--- src/rtl/core/tcs_ram.sv ---
module tcs_ram #(
  parameter int  WIDTH = 8,
  parameter int  DEPTH = 16,
  localparam int AW    = (DEPTH > 1) ? $clog2(DEPTH) : 1
) (
  input  logic                 clk_i,
  input  logic                 we_i,
  input  logic [AW-1:0]        waddr_i,
  input  logic [WIDTH-1:0]     wdata_i,
  input  logic                 re_i,
  input  logic [AW-1:0]        raddr_i,
  output logic [WIDTH-1:0]     rdata_o
);

  logic [WIDTH-1:0] mem [DEPTH];
  logic [WIDTH-1:0] rdata_q;

  always_ff @(posedge clk_i) begin
    if (we_i) begin
      mem[waddr_i] <= wdata_i;
    end
    if (re_i) begin
      rdata_q <= mem[raddr_i];
    end
  end

  assign rdata_o = rdata_q;
endmodule

--- config.mk ---
export PLATFORM = sky130hd
export DESIGN_NAME = tcs_ram
export DESIGN_NICKNAME = d
export VERILOG_FILES = /design/src/rtl/core/tcs_ram.sv
export SDC_FILE = /design/constraint.sdc
export NUM_CORES = 1
export LEC_CHECK = 0
export BUFFER_PORTS_ARGS = -buffer_cell sky130_fd_sc_hd__buf_2
export CORE_MARGIN = 2
export CORE_UTILIZATION = 60
export CTS_BUF_LIST = sky130_fd_sc_hd__clkbuf_16
export DETAILED_ROUTE_END_ITERATION = 10
export MAX_ROUTING_LAYER = met4
export PLACE_DENSITY = 0.78
export SLEW_MARGIN = 15
export SYNTH_ARGS = -nofsm -noshare
export SYNTH_HDL_FRONTEND = slang
export SYNTH_SLANG_ARGS = --single-unit
--- constraint.sdc ---
create_clock -name clk_i -period 2.97 [get_ports clk_i]
set_clock_uncertainty 0.05 [all_clocks]
set_input_delay 0.1485 -clock clk_i [delete_from_list [all_inputs] [get_ports clk_i]]
set_output_delay 0.1485 -clock clk_i [all_outputs]
set_load 0.01 [all_outputs]
==> flow_metrics.py <==
metrics = {
    "critical_path": {
        "critPathCaptureType": "register",
        "worst_ep_arrival_time_ps": 1670,
        "crit_chain": "mux4_1 -> a22oi_1 -> nand2_1",
        "crit_path_top_delay_cell": "mux4_1",
        "crit_path_start_kind": "register",
        "cp_slowest_stage_delay_ps": 560,
        "worstPathRequired_ps": 3070,
        "worstSetupPathType": "register to register",
        "cp_max_fo": 1,
    },
    "sta": {
        "relSlewSlack_pct": 30.4,
        "setup_tns_ps": 0,
        "min_period_ps": 1570,
        "rsz0062_at_grt": "no",
        "setup_violations": 0,
        "whs_ps": 53.5,
        "slew_violations": 0,
        "worst_pin_slew_ps": 1040,
        "fin_crit_sh_pct": 53.0,
        "max_freq_mhz": 636,
        "hold_violations": 0,
    },
    "floorplanning": {
        "start_util_pct": 60.8,
        "fp.dieW_um": 97.3,
        "fp.dieH_um": 97.3,
        "core_area_sq_um": 8590,
        "placementRows": 34,
        "ioPinCount": 27,
        "die_area_sq_um": 9480,
    },
    "detailed_routing": {
        "drt-wirelength-per-cell_um": 25.3,
        "drt_iter0_drc": 287,
        "via_per_inst": 6.28,
        "drc": 0,
        "wl_mm": 9.96,
        "vias": 2473,
        "drtPass1Iterations": 5,
        "ant_nets": 0,
    },
    "logic_synthesis": {
        "netlist_top_cells_area": "edfxtp_1 78%, mux4_2 7.8%, mux4_1 7.0%",
        "yosys.area.top_type": "edfxtp_1",
        "syn-num-nets": 248,
        "avgSynthCellArea_sq_um": 22.8,
        "netlist_instances": 229,
        "synth_seq_cells": 136,
        "synth_top_area_share_pct": 78.1,
        "syn_area_sq_um": 5230,
        "synth_warnings": 0,
        "synth-seq-area-share_pct": 78.1,
        "synth.distinct_cells": 18,
    },
    "finish": {
        "area.growth.synth_to_final_pct": 16.1,
        "stdcell_area_sq_um": 6070,
        "insertedDiodeCount": 0,
        "drive_gt1_share_pct": 29.4,
        "final_nets": 293,
    },
    "power_and_ir_drop": {
        "comb_power_share_pct": 4.4,
        "clkPwrFrac_pct": 46.3,
        "p_sw_uw": 867,
        "swShare_pct": 19.6,
        "ir_drop_mv": 0.514,
        "cellLeakagePower_uw": 0.00204,
        "internal-power_uw": 3550,
        "seq_power_share_pct": 49.3,
        "cellPowerDensity_nw_per_um2": 727,
    },
    "clock_network": {
        "holdBufCountCts": 0,
        "cts_resized": 0,
        "clock_latency_ps": 410,
        "clockRootBuffer": "clkbuf_16",
        "clock-sinks": 136,
        "clock_path_buffers": 2,
        "cts_setup_buffers": 0,
        "cts_tree": "yes",
        "ctsHtreeMaxLevel": 4,
        "cts_buffers": 17,
        "clkTransAtPathRegs_ps": 50,
    },
    "place": {
        "postPlaceCellArea_sq_um": 5480,
        "finalWeightedCongestion": 0.777,
        "hpwl_mm": 6.03,
        "port_buffers": 26,
    },
    "global_route": {
        "grt_overflow": 0,
        "grt_max_degree": 33,
        "grt_pass1_vias": 2567,
        "grt_pass1_wl_mm": 15.4,
        "antenna_found_initial": 0,
        "track_usage_pct": 23.7,
    },
    "run_status": {
        "status": "complete, no violations",
    },
    "job": {
        "drv_cap": 0,
    },
    "min_path": {
        "hold_class": "input port to register",
    },
}
[sequential cells by signal (all words and copies together), names as in the netlist]
| name | count |
|---|---|
| rdata_o | 8 |
| mem | 128 |
[cells by family (layout without fill, tap and decap cells)]
logic type / Yosys count / after routing / synth area share (%)
flip-flops: 136 / 136 / 78.1
buffers and inverters: 10 / 67 / 1.65
AO/OA/AOI/OAI: 16 / 16 / 2.30
AND/OR/NAND/NOR: 35 / 35 / 3.14
multiplexers: 32 / 32 / 14.8
[cells in the final DEF, fill, tap and decap left out, types with 2 or more instances in the layout]
cell,instances
edfxtp_1,136
buf_2,26
mux4_2,18
clkbuf_16,17
a22oi_1,16
mux4_1,14
nor2_1,13
buf_4,10
nand2_1,9
nor3_1,4
clkinvlp_4,4
bufinv_16,3
clkinv_2,3
nand3b_1,2
nand2b_1,2
clkinv_4,2
[final cells by class]
type,instances,area (sq um)
clock inverter,14,160
fill,509,2530
tap,108,135
clock buffer,17,425
sequential,136,4080
multi-input combinational,83,1060
timing repair buffer,36,205
[path summary, 6_finish.rpt]
kind / from / endpoint / slack, ps / depth (start not counted)
setup / recovery: mem[9][1] / rdata_o[1] / 1400 / 3
setup reg to reg: mem[9][1] / rdata_o[1] / 1400 / 3
hold / removal: re_i / rdata_o[1] / 50 / 1
hold reg to reg: mem[14][2] / rdata_o[2] / 690 / 3
[Yosys cell counts]
master and n:
nand2_1 9, nand2b_1 2, buf_4 1, nor3_1 4, mux4_1 14, nor2_1 13, mux4_2 18, and2_1 1
nand3_1 1, and2b_1 1, nand3b_1 2, buf_2 3, or3b_2 1, edfxtp_1 136, nor2b_1 1, a22oi_1 16
clkdlybuf4s25_2 3, buf_6 3
[power groups by stage]
stage | sequential, uW | combinational [uW] | clock, uW
2_1_floorplan | 2220 | 109 | 0
3_3_place_gp | 2210 | 185 | 0
3_5_place_dp | 2210 | 191 | 0
4_1_cts | 2180 | 195 | 2070
5_1_grt | 2180 | 209 | 2160
6_report | 2180 | 192 | 2050
[critical path, delay by kind of cell, from the launching register on]
kind | cells | cell delay, ps
mux | 1 | 560
flops | 1 | 400
compound gates | 1 | 200
simple gates | 1 | 100
[through the flow]
step	utilization, %	worst slack, ps	total power, uW	std cells
after floorplan	-	1280	2320	229
after global placement	63.8	1030	2400	363
after detailed placement	63.8	974	2410	363
after CTS	70.6	1390	4440	394
after global routing	70.6	1320	4540	394
final	70.6	1400	4410	394
[layer usage]
metal  track usage (%)  vias to the layer above  share of wire, %
met3              6.26                       18               6.1
met4              9.19                        0               1.9
met5                 -                        -                 0
li1                  -                     1072                 -
met1              31.7                     1287                42
met2              36.0                       96                50
Power figures use the tool's default switching activity.
